## src/hdl/utf8_to_utf16_transcoder_assert.svh

```systemverilog
// assertion macros shared by the transcoder
`ifndef UTF8_TO_UTF16_TRANSCODER_ASSERT_SVH
`define UTF8_TO_UTF16_TRANSCODER_ASSERT_SVH

// condition implies consequence in the same cycle
`define U2U_ASSERT_SAME(label, clk, rst_n, cond, cons) \
    label: assert property (@(posedge clk) disable iff (!rst_n) (cond) |-> (cons)) \
        else $error("u2u assertion failed");

// condition implies consequence in the next cycle
`define U2U_ASSERT_NEXT(label, clk, rst_n, cond, cons) \
    label: assert property (@(posedge clk) disable iff (!rst_n) (cond) |=> (cons)) \
        else $error("u2u assertion failed");

`endif

```

## src/hdl/u2u_pkg.sv

```systemverilog
package u2u_pkg;

    typedef struct packed {
        logic [7:0] in_byte;
        logic       text_end;
    } t_in_beat;

    typedef struct packed {
        logic [15:0] code_unit;
        logic        replaced;
        logic        run_last;
        logic        text_done;
    } t_out_beat;

    localparam int unsigned MAX_UNITS = 4;

    // all the units one input byte causes
    typedef struct packed {
        logic [2:0]                      count;
        t_out_beat [MAX_UNITS-1:0]       units;
    } t_burst;

    localparam logic [15:0] REPL_CHAR   = 16'hFFFD;
    localparam logic [15:0] HI_SURR     = 16'hD800;
    localparam logic [15:0] LO_SURR     = 16'hDC00;
    localparam logic [20:0] CP_MAX      = 21'h10FFFF;
    localparam logic [20:0] SURR_FIRST  = 21'h00D800;
    localparam logic [20:0] SURR_LAST   = 21'h00DFFF;
    localparam logic [20:0] MIN_TWO     = 21'h000080;
    localparam logic [20:0] MIN_THREE   = 21'h000800;
    localparam logic [20:0] ASTRAL_BASE = 21'h010000;

endpackage

```

## src/hdl/u2u_decode.sv

```systemverilog
module u2u_decode (
    input  logic                i_clk,
    input  logic                i_rst_n,
    input  logic                i_load,
    input  u2u_pkg::t_in_beat   i_beat,
    output u2u_pkg::t_burst     o_burst
);

    logic [1:0]  r_expected, n_expected;
    logic [1:0]  r_held, n_held;
    logic [20:0] r_partial, n_partial;

    logic [20:0] acc;
    logic [20:0] lowest;
    logic [20:0] offs;
    logic [2:0]  total;
    logic [2:0]  last_idx;
    logic        start_now;
    logic        bad_seq;
    logic [7:0]  b;
    u2u_pkg::t_burst burst;

    function automatic u2u_pkg::t_burst push(u2u_pkg::t_burst bst, logic [15:0] cu,
                                              logic repl);
        u2u_pkg::t_burst res;
        res = bst;
        res.units[bst.count[1:0]] = '{code_unit: cu, replaced: repl,
                                      run_last: 1'b0, text_done: 1'b0};
        res.count = bst.count + 3'd1;
        return res;
    endfunction

    always_comb begin
        b          = i_beat.in_byte;
        n_expected = r_expected;
        n_held     = r_held;
        n_partial  = r_partial;
        burst      = '0;
        start_now  = 1'b0;
        acc        = {r_partial[14:0], b[5:0]};
        total      = {1'b0, r_held} + 3'd1;
        offs       = acc - u2u_pkg::ASTRAL_BASE;
        case (total)
            3'd2:    lowest = u2u_pkg::MIN_TWO;
            3'd3:    lowest = u2u_pkg::MIN_THREE;
            default: lowest = u2u_pkg::ASTRAL_BASE;
        endcase
        bad_seq = (acc < lowest) || (acc > u2u_pkg::CP_MAX) ||
                  ((acc >= u2u_pkg::SURR_FIRST) && (acc <= u2u_pkg::SURR_LAST));

        if (r_expected != 2'd0) begin
            if (b[7:6] == 2'b10) begin
                if (r_expected == 2'd1) begin
                    if (bad_seq) begin
                        // one replacement per byte of the sequence, this one too
                        for (int i = 0; i < 4; i++) begin
                            if (3'(i) < total) begin
                                burst = push(burst, u2u_pkg::REPL_CHAR, 1'b1);
                            end
                        end
                    end else if (acc < u2u_pkg::ASTRAL_BASE) begin
                        burst = push(burst, acc[15:0], 1'b0);
                    end else begin
                        burst = push(burst, u2u_pkg::HI_SURR + {6'd0, offs[19:10]}, 1'b0);
                        burst = push(burst, u2u_pkg::LO_SURR + {6'd0, offs[9:0]}, 1'b0);
                    end
                    n_expected = 2'd0;
                    n_held     = 2'd0;
                    n_partial  = '0;
                end else begin
                    n_expected = r_expected - 2'd1;
                    n_held     = r_held + 2'd1;
                    n_partial  = acc;
                end
            end else begin
                // broken sequence: flush what is held, then decode this byte afresh
                for (int i = 0; i < 3; i++) begin
                    if (2'(i) < r_held) begin
                        burst = push(burst, u2u_pkg::REPL_CHAR, 1'b1);
                    end
                end
                n_expected = 2'd0;
                n_held     = 2'd0;
                n_partial  = '0;
                start_now  = 1'b1;
            end
        end else begin
            start_now = 1'b1;
        end

        if (start_now) begin
            if (!b[7]) begin
                burst = push(burst, {8'd0, b}, 1'b0);
            end else if (b[7:5] == 3'b110) begin
                n_expected = 2'd1;
                n_held     = 2'd1;
                n_partial  = {16'd0, b[4:0]};
            end else if (b[7:4] == 4'b1110) begin
                n_expected = 2'd2;
                n_held     = 2'd1;
                n_partial  = {17'd0, b[3:0]};
            end else if (b[7:3] == 5'b11110) begin
                n_expected = 2'd3;
                n_held     = 2'd1;
                n_partial  = {18'd0, b[2:0]};
            end else begin
                burst = push(burst, u2u_pkg::REPL_CHAR, 1'b1);
            end
        end

        // end of text with a sequence still open
        if (i_beat.text_end && (n_expected != 2'd0)) begin
            for (int i = 0; i < 3; i++) begin
                if (2'(i) < n_held) begin
                    burst = push(burst, u2u_pkg::REPL_CHAR, 1'b1);
                end
            end
            n_expected = 2'd0;
            n_held     = 2'd0;
            n_partial  = '0;
        end

        last_idx = burst.count - 3'd1;
        if (burst.count != 3'd0) begin
            burst.units[last_idx[1:0]].run_last  = 1'b1;
            burst.units[last_idx[1:0]].text_done = i_beat.text_end;
        end
    end

    assign o_burst = burst;

    always_ff @(posedge i_clk) begin
        if (!i_rst_n) begin
            r_expected <= 2'd0;
            r_held     <= 2'd0;
            r_partial  <= '0;
        end else if (i_load) begin
            r_expected <= n_expected;
            r_held     <= n_held;
            r_partial  <= n_partial;
        end
    end

endmodule

```

## src/hdl/u2u_burst.sv

```systemverilog
module u2u_burst (
    input  logic                i_clk,
    input  logic                i_rst_n,
    input  logic                i_load,
    input  u2u_pkg::t_burst     i_burst,
    output logic                o_ready,
    output logic                o_valid,
    output u2u_pkg::t_out_beat  o_data,
    input  logic                i_stall
);

    u2u_pkg::t_out_beat [u2u_pkg::MAX_UNITS-1:0] r_units;
    logic [2:0] r_count;
    logic [1:0] r_idx;
    logic       last;

    assign o_valid = (r_count != 3'd0);
    assign o_data  = r_units[r_idx];
    assign last    = (({1'b0, r_idx} + 3'd1) == r_count);
    // free when it holds nothing, or once the final unit of the held burst goes this cycle
    assign o_ready = !o_valid || (!i_stall && last);

    always_ff @(posedge i_clk) begin
        if (!i_rst_n) begin
            r_count <= 3'd0;
            r_idx   <= 2'd0;
        end else if (i_load) begin
            r_count <= i_burst.count;
            r_idx   <= 2'd0;
        end else if (o_valid && !i_stall) begin
            if (last) begin
                r_count <= 3'd0;
            end else begin
                r_idx <= r_idx + 2'd1;
            end
        end
    end

    always_ff @(posedge i_clk) begin
        if (i_load) begin
            r_units <= i_burst.units;
        end
    end

endmodule

```

## src/hdl/utf8_to_utf16_transcoder.sv

```systemverilog
// utf-8 to utf-16 transcoder: takes one utf-8 byte per input beat (with an
// end-of-text flag) and gives utf-16 code units, one per output beat. a
// byte is decoded in the cycle it is accepted and all the units it causes
// (none to four) land together in a burst register; the burst then drains
// one unit per output beat. plain text runs at one byte per cycle while
// the code unit side does not stall; a byte that causes several units holds
// the byte side off until the last of them leaves the burst register.
// astral code points give a surrogate pair; malformed input gives u+fffd,
// one per byte that the failed sequence held. a new byte is taken in the
// same cycle as the last unit of a burst leaves.

`include "utf8_to_utf16_transcoder_assert.svh"

module utf8_to_utf16_transcoder (
    input  logic                i_clk,
    input  logic                i_rst_n,
    // byte side
    input  logic                i_valid,
    input  u2u_pkg::t_in_beat   i_data,
    output logic                o_stall,
    // code unit side
    output logic                o_valid,
    output u2u_pkg::t_out_beat  o_data,
    input  logic                i_stall
);

    logic            load;
    logic            burst_ready;
    u2u_pkg::t_burst d_burst;

    // input beat accepted whenever the burst register is free or emptying
    assign o_stall = !burst_ready;
    assign load    = i_valid && burst_ready;

    // decoder: sequence state plus the per-byte unit list
    u2u_decode u_decode (
        .i_clk   (i_clk),
        .i_rst_n (i_rst_n),
        .i_load  (load),
        .i_beat  (i_data),
        .o_burst (d_burst)
    );

    // burst register: drains one unit per output beat
    u2u_burst u_burst (
        .i_clk   (i_clk),
        .i_rst_n (i_rst_n),
        .i_load  (load),
        .i_burst (d_burst),
        .o_ready (burst_ready),
        .o_valid (o_valid),
        .o_data  (o_data),
        .i_stall (i_stall)
    );

    // the end of the text always yields at least one unit
    `U2U_ASSERT_SAME(a_end_unit, i_clk, i_rst_n, load && i_data.text_end, d_burst.count != 3'd0)
    // never more units than the burst register holds
    `U2U_ASSERT_SAME(a_burst_fits, i_clk, i_rst_n, load, d_burst.count <= 3'd4)
    // text_done only ever marks the last unit of a byte
    `U2U_ASSERT_SAME(a_done_is_last, i_clk, i_rst_n, o_valid && o_data.text_done, o_data.run_last)
    // mid-burst the byte side must be held off
    `U2U_ASSERT_SAME(a_hold_mid_burst, i_clk, i_rst_n, o_valid && !o_data.run_last, o_stall)
    // a unit that is not the last of its byte is followed by another
    `U2U_ASSERT_NEXT(a_burst_on, i_clk, i_rst_n, o_valid && !i_stall && !o_data.run_last, o_valid)

endmodule
```

## config.mk

```make
export PLATFORM = sky130hd
export DESIGN_NAME = utf8_to_utf16_transcoder
export DESIGN_NICKNAME = d
export VERILOG_FILES = /design/src/hdl/u2u_pkg.sv /design/src/hdl/u2u_decode.sv /design/src/hdl/u2u_burst.sv /design/src/hdl/utf8_to_utf16_transcoder.sv
export VERILOG_INCLUDE_DIRS = /design/src /design/src/hdl
export SDC_FILE = /design/constraint.sdc
export NUM_CORES = 1
export LEC_CHECK = 0
export ABC_AREA = 0
export BUFFER_PORTS_ARGS = -buffer_cell sky130_fd_sc_hd__buf_2
export CAP_MARGIN = 20
export CELL_PAD_IN_SITES_DETAIL_PLACEMENT = 0
export CELL_PAD_IN_SITES_GLOBAL_PLACEMENT = 1
export CORE_MARGIN = 1
export CORE_UTILIZATION = 30
export CTS_CLUSTER_DIAMETER = 80
export CTS_CLUSTER_SIZE = 8
export DETAILED_ROUTE_END_ITERATION = 7
export PLACE_DENSITY_LB_ADDON = 0.1
export SLEW_MARGIN = 40
export SYNTH_ARGS = -nofsm -noshare
export SYNTH_HDL_FRONTEND = slang
export SYNTH_SLANG_ARGS = --single-unit
```

## constraint.sdc

```tcl
create_clock -name i_clk -period 6.05 [get_ports i_clk]
set_input_delay 0.9075 -clock i_clk [delete_from_list [all_inputs] [get_ports i_clk]]
set_output_delay 0.9075 -clock i_clk [all_outputs]
set_load 0.03 [all_outputs]
```

Word level (Yosys, flattened, before mapping)
Cells that the tools add are included.

word-level totals
  flip-flop bits (word level) = 106
  output and inout bits = 21

cells by class
  bitwise gates (word level) = 29
  equal/unequal tests = 8
  muxes and demuxes = 100
  reductions and logical operators = 30
  $lt $le $gt $ge = 36
  add/sub/neg operators = 18

operators with widths
  cell                      count
  $mux W79                  36
  $or A64 B64 Y64           9
  $demux W19 S2             11
  $bwmux W76                3
  $mux W19                  10
  $mux W21                  9
  $mux W77                  2
  $and A12 B12 Y12          9
  $not A12 Y12              9
  $mux W78                  1
  $mux W76                  1
  $bmux W19 S2              1
  $mux W2                   19
  $pmux W17 S2              1
  $lt A2 B3 Y1 const B      11
  $add A15 B11 Y16 const A  2
  $add A3 B1 Y3 const B     9
  $ge A21 B16 Y1 const B    1
  $gt A21 B21 Y1 const B    1
  $le A21 B16 Y1 const B    1
  $lt A21 B17 Y1            1
  $lt A21 B17 Y1 const B    1
  $ge A2 B1 Y1 const B      10
  $sub A20 B17 Y20 const B  1
  other kinds (24)          62

Longest topological paths before layout
Gate-level depths: netlist (run 1).

  word-level depth = 86
  mapped depth = 26
  mapped depth without buffers = 25

Hierarchy
Synthesis (run 1) repeated with hierarchy kept, for this count alone.

unflattened totals
  cells, all modules = 595
  area total of the unflattened synthesis = 6,418.7 um^2

by module, submodules not included
  module                    area an instance (um^2)  instances  sequential area each (um^2)  cells each
  u2u_decode                3,414.5                  1          380.4                        465
  u2u_burst                 2,994.1                  1          2,382.3                      128
  utf8_to_utf16_transcoder  10.0                     1          0.0                          2

Worst setup path before layout (run 1)
No wires, ideal clock.

  path type = input -> register
  from = in i_data[4] (netlist bit)
  to = reg u_burst.r_units[57] (netlist bit), data pin
  setup time = 0.255 ns
  stages = 22
  required time = 5.795 ns
  setup slack = 0.635 ns
  arrival time = 5.160 ns
  path through = nand3_1 > nor4_2 > mux2i_1 > o21ai_2 > o21ai_2 > a31o_2 > inv_2 > ha_1 > o22ai_1 > a21oi_1 > ha_1 > nand2_1 > o21ai_1 > inv_1 > ha_1 > or4_1 > a311oi_2 > xnor2_1 > nand2_1 > mux2i_2 > nor3_2 > and2_1

between the ends
  cells in the longest elaborated chain, start to end = 30
  elaborated cells between the ends (all ways) = 84
  those cells by class = add/sub (5); order compare (18); eq/ne (1); mux (41); bitwise (8); reduce/logical (11)

ends and longest elaborated chain
  what                                                                  RTL line                            RTL
  from (decl)                                                           utf8_to_utf16_transcoder.sv:19      input u2u_pkg::t_in_beat i_data,
  $lt A21 B17 Y1 (tied with other cells)                                u2u_decode.sv:48                    bad_seq = (acc < lowest) || (acc > u2u_pkg::CP_MAX) ||
  $logic_or A1 B1 Y1 or $logic_and A1 B1 Y1 (tied branches)             u2u_decode.sv:48, u2u_decode.sv:49
  $logic_or A1 B1 Y1                                                    u2u_decode.sv:48
  $mux W79                                                              u2u_decode.sv:54                    if (bad_seq) begin
  $mux W79                                                              u2u_decode.sv:53                    if (r_expected == 2'd1) begin
  $mux W79                                                              u2u_decode.sv:52                    if (b[7:6] == 2'b10) begin
  $mux W79                                                              u2u_decode.sv:51                    if (r_expected != 2'd0) begin
  $add A3 B1 Y3 (tied with other cells)                                 u2u_decode.sv:29                    res.count = bst.count + 3'd1;
  [13 not listed]                                                       --
  $mux W19 (implied by the code) or $and A12 B12 Y12 (tied branches)    --
  $demux W19 S2 or $mux W79 (tied branches)                             --
  $not A12 Y12 (no line) or $mux W79 (tied branches)                    --
  $and A12 B12 Y12 (no line)                                            --
  $mux W79                                                              u2u_decode.sv:114                   if (2'(i) < n_held) begin
  $mux W79 (*)                                                          u2u_decode.sv:112                   if (i_beat.text_end && (n_expected != 2'd0)) begin
  parallel branches: the longest is 2 deep, another holds $lt A2 B3 Y1  --
  $mux W76 (*)                                                          u2u_decode.sv:124                   if (burst.count != 3'd0) begin
  to (signal assigned)                                                  u2u_burst.sv:41                     r_units <= i_burst.units;
  to (decl)                                                             u2u_burst.sv:12                     u2u_pkg::t_out_beat [u2u_pkg::MAX_UNITS-1:0] r_units;

Every way passes the cells marked *. The select of a mux whose other input is x is not followed.
A chain may end at the register's enable or synchronous reset.

Worst setup path in the final report (run 1)
Same ends and word-level chain as after synthesis.

==> results.md, run 1 <==
* Fin crit share at 93.5%
* Place WS at 0.0394 ns
* Unrepaired setup endpoints after global routing: false
* CTS Hold Bufs at 0
* Syn Area/Cell at 9.24 µm²
* Max-Cap Viols at 0
* Post-synth cell types at 74
* Most frequent cell after synthesis: nand2_1
* Post-CTS resize count at 0
* Post-route setup slack at 0.392 ns
* All-Layer GR Usage at 18.7%
* Mapped cell area at 5370 µm²
* Vias in the first global route at 4247
* Final wirelength at 16.4 mm
* Global-route wire length before repair at 25.1 mm
* Total gr overflow at 0
* Share of layout cells above drive strength 1 at 17.7%
* # setup viols final at 0
* Die area at 18400 µm²
* I/O pins at 34
* Final min period at 5.66 ns
* Combinational Power Share at 20.2%
* CP startpoint kind: primary input
* Setup TNS at 0 ns
* Vias at 4502
* Post-synth EDFFs at 55
* Family with the most delay on the worst path: simple AND/OR/NAND/NOR gates
* Worst path max stage delay at 0.52 ns
* Top post-synthesis cells by area: edfxtp_1 31%, dfxtp_1 8.9%, ha_1 6.3%, nand2_1 5.8%, mux4_2 4.2%
* Post-CTS Setup Bufs at 0
* Row count at 48
* Port bufs at 33
* Pwr per Cell Area at 238 nW/µm²
* Fill cells at 1813
* DR WL/cell at 19.4 µm
* Power Internal at 1.02 mW
* Via density at 5.33
* Final Max Tran Viols at 0
* Drt initial violations at 331
* Crit Path Class: in2reg
* Worst-Margin Slew at 0.781 ns
* Top cell type's share of synthesized area at 30.8%
* NetSw at 0.444 mW
* Initial antenna violation count at 0
* CTS tree: yes
* Max FO, Critical Path at 7
* Fmax achieved at 177 MHz
* Diode count at 0
* Hold slack at 0.484 ns
* Cell mode on critical path: ha_1
* Clock sink count at 79
* Asr flop ratio synth at 0%
* Cells after synthesis at 581
* Worst path bufs/invs at 2
* Final RePlAce weighted congestion at 0.900
* Yosys warnings at 0
* Clock network fraction of total power at 35.9%
* DR DRC count at 0
* Die X-Extent at 136 µm
* Final hold vios at 0
* Sw Share at 30.4%
* Crit. End Element: flip-flop
* CTS H-Tree Depth at 3
* Root buffer cell: clkbuf_16
* Inserted Clock Buffers at 9
* Number of synthesized register bits at 79
* Placed Instances at 829
* Syn nets at 621
* Critical-path cell list: buf_2, nand3_1, nor4_2, mux2i_1, o211ai_2, o211a_1, o21ai_4, ha_1, o22ai_1, a21oi_1, ha_1, nand2_1, o21ai_1, inv_1, ha_1, or4_1, a311oi_2, xnor2_1, nand2_1, mux2i_2, nor3_2, and2_1
* Worst vdd ir at 0.000124 V
* ANT nets after route at 0
* Synth area leader: edfxtp_1
* Worst skew pair latency at 0.35 ns
* DP HPWL at 12.4 mm
* Hold Crit Class: reg2reg
* First-pass iteration count of the detailed router at 5
* CP max-delay cell: or4_1
* Req. time, crit path at 6.16 ns
* Commonest cells post-synth: 83 x nand2_1, 55 x edfxtp_1, 44 x a21oi_1
* Outcome: finished clean
* Nets at 655
* Worst EP arrival at 5.77 ns
* Final std cells w/o fill at 845
* Final instance area at 6130 µm²
* Seq/Total Area, Yosys at 39.7%
* Static leakage at 2.37 nW
* Dominant synthesized flop cell: edfxtp_1
* Initial Util at 30.8%
* Slew HR at 47.9%
* Largest net degree at the start of global routing at 59
* Max Buffers Root-to-Sink at 2
* Die H at 136 µm
* Core ar. at 17400 µm²
* Reg power frac at 44.0%
* Layout Skew at 0.00772 ns
* Clock transition at path regs at 0.06 ns
* Post-DP Area at 5850 µm²
* Synth-to-layout area growth at 14.1%
-- worst register-to-register path: stages, from the launching register on --
cell	delay [ns]
dfxtp_1	0.55
nand4_1	0.16
nor4_2	0.41
mux2i_1	0.45
o211ai_2	0.25
o211a_1	0.24
o21ai_4	0.19
ha_1	0.28
o22ai_1	0.16
a21oi_1	0.11
ha_1	0.33
nand2_1	0.05
o21ai_1	0.14
inv_1	0.10
ha_1	0.25
or4_1	0.52
a311oi_2	0.28
xnor2_1	0.20
nand2_1	0.10
mux2i_2	0.23
nor3_2	0.06
and2_1	0.18
-- power by group through the flow --
stage | Combinational (mW) | Sequential [mW] | Clock [mW]
2_1_floorplan | 0.208 | 0.650 | 0
3_3_place_gp | 0.295 | 0.653 | 0
3_5_place_dp | 0.296 | 0.655 | 0
4_1_cts | 0.297 | 0.643 | 0.532
5_1_grt | 0.324 | 0.646 | 0.550
6_report | 0.294 | 0.642 | 0.523
-- layout make-up --
| type | instances | area (µm²) | share of cell area [%] |
|---|---|---|---|
| well taps | 225 | 282 | 4.59 |
| flip-flops and latches | 79 | 2130 | 34.8 |
| inverters | 26 | 97.6 | 1.59 |
| clock buffers | 10 | 239 | 3.90 |
| multi-input cells | 442 | 2990 | 48.8 |
| clock inverters | 6 | 43.8 | 0.715 |
| repair buffers | 57 | 345 | 5.63 |
-- path summary, 6_finish.rpt --
path                           from                     end  slack, ns  cells after the start
max                       i_data[4]     u_burst.r_units[57]       0.39                     22
min          u_decode.r_expected[1]  u_decode.r_expected[1]       0.48                      2
max reg2reg   u_decode.r_partial[3]     u_burst.r_units[57]       0.57                     21
min reg2reg  u_decode.r_expected[1]  u_decode.r_expected[1]       0.48                      2
-- logic make-up after synthesis --
| logic type | after synthesis | share of synthesized area [%] |
|---|---|---|
| and+or+nand+nor | 221 | 20.8 |
| adders and majority gates | 27 | 6.29 |
| muxes | 15 | 5.20 |
| buffers and inverters | 60 | 4.64 |
| xor gates and xnor gates | 9 | 1.47 |
| AOI/OAI and AO/OA | 170 | 21.9 |
| DFF | 79 | 39.7 |
-- routing by layer --
layer	wire length (µm)	part of all wire [%]	global-route usage [%]
met1	8010	49	25.2
met2	7360	45	29.2
met3	561	3.4	2.47
met4	501	3.1	9.05
met5	0	0	0
-- per-stage QoR --
stage | utilization (%) | power, mW
6_report | 35.2 | 1.46
5_1_grt | 35.2 | 1.52
4_1_cts | 35.2 | 1.47
3_5_place_dp | 33.6 | 0.951
3_3_place_gp | 33.6 | 0.948
2_1_floorplan | - | 0.857
-- state kept, by name (all words and copies together), names as in the netlist --
register and count:
u_decode.r_expected 2, u_decode.r_partial 15, u_burst.r_idx 2, u_decode.r_held 2, u_burst.r_units 55, u_burst.r_count 3
-- placed cells by master, fill, tap and decap left out, drive strengths merged, types with 12 or more instances in the layout --
cell type  synthesis  final
nor2              44     44
ha                27     27
a21oi             44     44
nand2b            12     12
nand2             83     83
inv               26     28
buf               12     57
nor2b             13     13
o21ai             46     46
dfxtp             24     24
a22o              13     13
edfxtp            55     55
(Power assumes the default switching activity.)
==> run 2, diff against run 1 <==
- CELL_PAD_IN_SITES_DETAIL_PLACEMENT: 0 -> 1
- REMOVE_ABC_BUFFERS: not set -> 1
==> run 2 against run 1 <==
Effect of this change:
- total power grew 4.4%
- global-route usage grew 2.0 points
- die area is the same
- via count grew 2.4%
- setup slack lost 0.047 ns
- clock skew grew 0.00097 ns
- register-to-register slack is essentially flat
- non-clock buffer count grew 5
- sequential power is essentially flat
- wire length grew 9.2%
- sequential cell count is the same
- highest routed layer unchanged
==> results.md, run 2 (synthesis gave the netlist of run 1 again) <==
* I/O pins at 34
* Final wirelength at 17.9 mm
* Fin crit share at 94.3%
* Regs by FF count: u_burst.r_units x55, u_decode.r_partial x15, u_burst.r_count x3
* CTS tree: yes
* DR DRC count at 0
* First-pass iteration count of the detailed router at 4
* Cell mode on critical path: ha_1
* Layout Skew at 0.00869 ns
* Nets at 660
* Final Max Tran Viols at 0
* Family with the most delay on the worst path: simple AND/OR/NAND/NOR gates
* Row count at 48
* Global-route wire length before repair at 28.0 mm
* Initial antenna violation count at 0
* Worst EP arrival at 5.81 ns
* Req. time, crit path at 6.15 ns
* CTS H-Tree Depth at 3
* Fmax achieved at 175 MHz
* Reg with most FFs: u_burst.r_units
* DR WL/cell at 21.1 µm
* Root buffer cell: clkbuf_16
* Worst path max stage delay at 0.53 ns
* Most frequent cells in the layout: 83 x nand2_1, 55 x edfxtp_1, 44 x a21oi_1, 42 x nor2_1, 39 x o21ai_0
* Slew HR at 51.4%
* Pwr per Cell Area at 246 nW/µm²
* Synth-to-layout area growth at 15.5%
* CTS Hold Bufs at 0
* CP max-delay cell: nor4_2
* Post-CTS Setup Bufs at 0
* Die H at 136 µm
* Inserted Clock Buffers at 9
* All-Layer GR Usage at 20.6%
* Worst-Margin Slew at 0.730 ns
* Die area at 18400 µm²
* Critical-path cell list: buf_2, nand3_1, nor4_2, mux2i_2, o21ai_2, o21ai_2, a31o_2, inv_2, ha_1, o22ai_1, a21oi_1, ha_1, nand2_1, o21ai_1, inv_1, ha_1, or4_1, a311oi_2, xnor2_1, nand2_1, mux2i_2, nor3_2, and2_1
* Final core occ at 35.6%
* Total gr overflow at 0
* Max FO, Critical Path at 5
* Hold Crit Class: reg2reg
* Fill cells at 2041
* Initial Util at 30.8%
* # setup viols final at 0
* Vias at 4612
* Drt initial violations at 312
* Worst path bufs/invs at 3
* Static leakage at 2.42 nW
* Crit. End Element: flip-flop
* Worst vdd ir at 0.000129 V
* Flip-flop count of the largest register after layout at 55
* Final min period at 5.71 ns
* Largest net degree at the start of global routing at 59
* Setup TNS at 0 ns
* Die X-Extent at 136 µm
* Final hold vios at 0
* Diode count at 0
* Vias in the first global route at 4704
* Core ar. at 17400 µm²
* Max Buffers Root-to-Sink at 2
* Crit Path Class: in2reg
* ANT nets after route at 0
* DP HPWL at 13.7 mm
* Most common cell after layout, fill and taps aside: nand2_1
* CP startpoint kind: primary input
* Via density at 5.43
* Share of layout cells above drive strength 1 at 18.9%
* Port bufs at 33
* Max-Cap Viols at 0
* Clock sink count at 79
* Final RePlAce weighted congestion at 0.868
* Unrepaired setup endpoints after global routing: false
* Worst skew pair latency at 0.35 ns
* Clock transition at path regs at 0.06 ns
* Outcome: finished clean
## run 2: cell count changes in the layout (fill, tap and decap cells not counted)
cell / previous run / this run
buf_4: 24 / 29
clkinvlp_4: 3 / 1
bufinv_16: 0 / 1
clkbuf_8: 1 / 2
clkinv_1: 1 / 0
clkinv_4: 0 / 1
dfxtp_1: 24 / 23
dfxtp_2: 0 / 1
mux2i_1: 4 / 3
mux2i_2: 1 / 2
## run 2: worst paths after layout
path / startpoint / to / slack, ns / cells past startpoint
hold reg to reg: u_decode.r_expected[1] / u_decode.r_expected[1] / 0.49 / 2
setup reg to reg: u_decode.r_held[1] / u_burst.r_units[57] / 0.56 / 24
setup / recovery: i_data[6] / u_burst.r_units[57] / 0.34 / 23
hold / removal: u_decode.r_expected[1] / u_decode.r_expected[1] / 0.49 / 2
## run 2: report_power, final
group	internal (mW)	switching [mW]	total [mW]	leakage (nW)
clock	0.346	0.234	0.580	0.153
sequential	0.629	0.0147	0.643	0.739
combinational	0.0981	0.203	0.301	1.53
## run 2: metal layers
metal  global-route usage [%]  share of wire (%)  wire [µm]
met1                     28.7                 49       8750
met2                     32.1                 45       8100
met3                     3.33                4.1        731
met4                     7.30                2.0        353
met5                        0                  0          0
## run 2: repair_timing
action	4_1_cts	5_1_grt
resized for setup	0	1
endpoints found under the setup margin	0	1
endpoints found under the hold margin	0	0
## run 2: cell type report
| cell class | count | area (µm²) | share of cell area, % |
|---|---|---|---|
| clock buffer | 11 | 253 | 4.07 |
| tap | 225 | 282 | 4.54 |
| sequential | 79 | 2130 | 34.4 |
| timing repair buffer | 62 | 383 | 6.17 |
| inverter | 26 | 97.6 | 1.57 |
| multi-input combinational | 442 | 2990 | 48.2 |
| clock inverter | 5 | 63.8 | 1.03 |
## run 2: stage by stage
step	instance area (µm²)	power [mW]	hold WS, ns	cells	worst slack (ns)
after global placement	5880	0.950	0.475	834	0.161
final	6200	1.52	0.491	850	0.345
after floorplan	5220	0.846	0.454	547	0.594
after global routing	6200	1.59	0.531	850	0.0395
after detailed placement	5880	0.959	0.489	834	-0.0543
after CTS	6200	1.54	0.496	850	0.304
## run 2: tightest hold or removal path, stage by stage (launching register included)
cell and delay [ns]:
dfxtp_1 0.32, nand2_1 0.06, a21boi_0 0.06
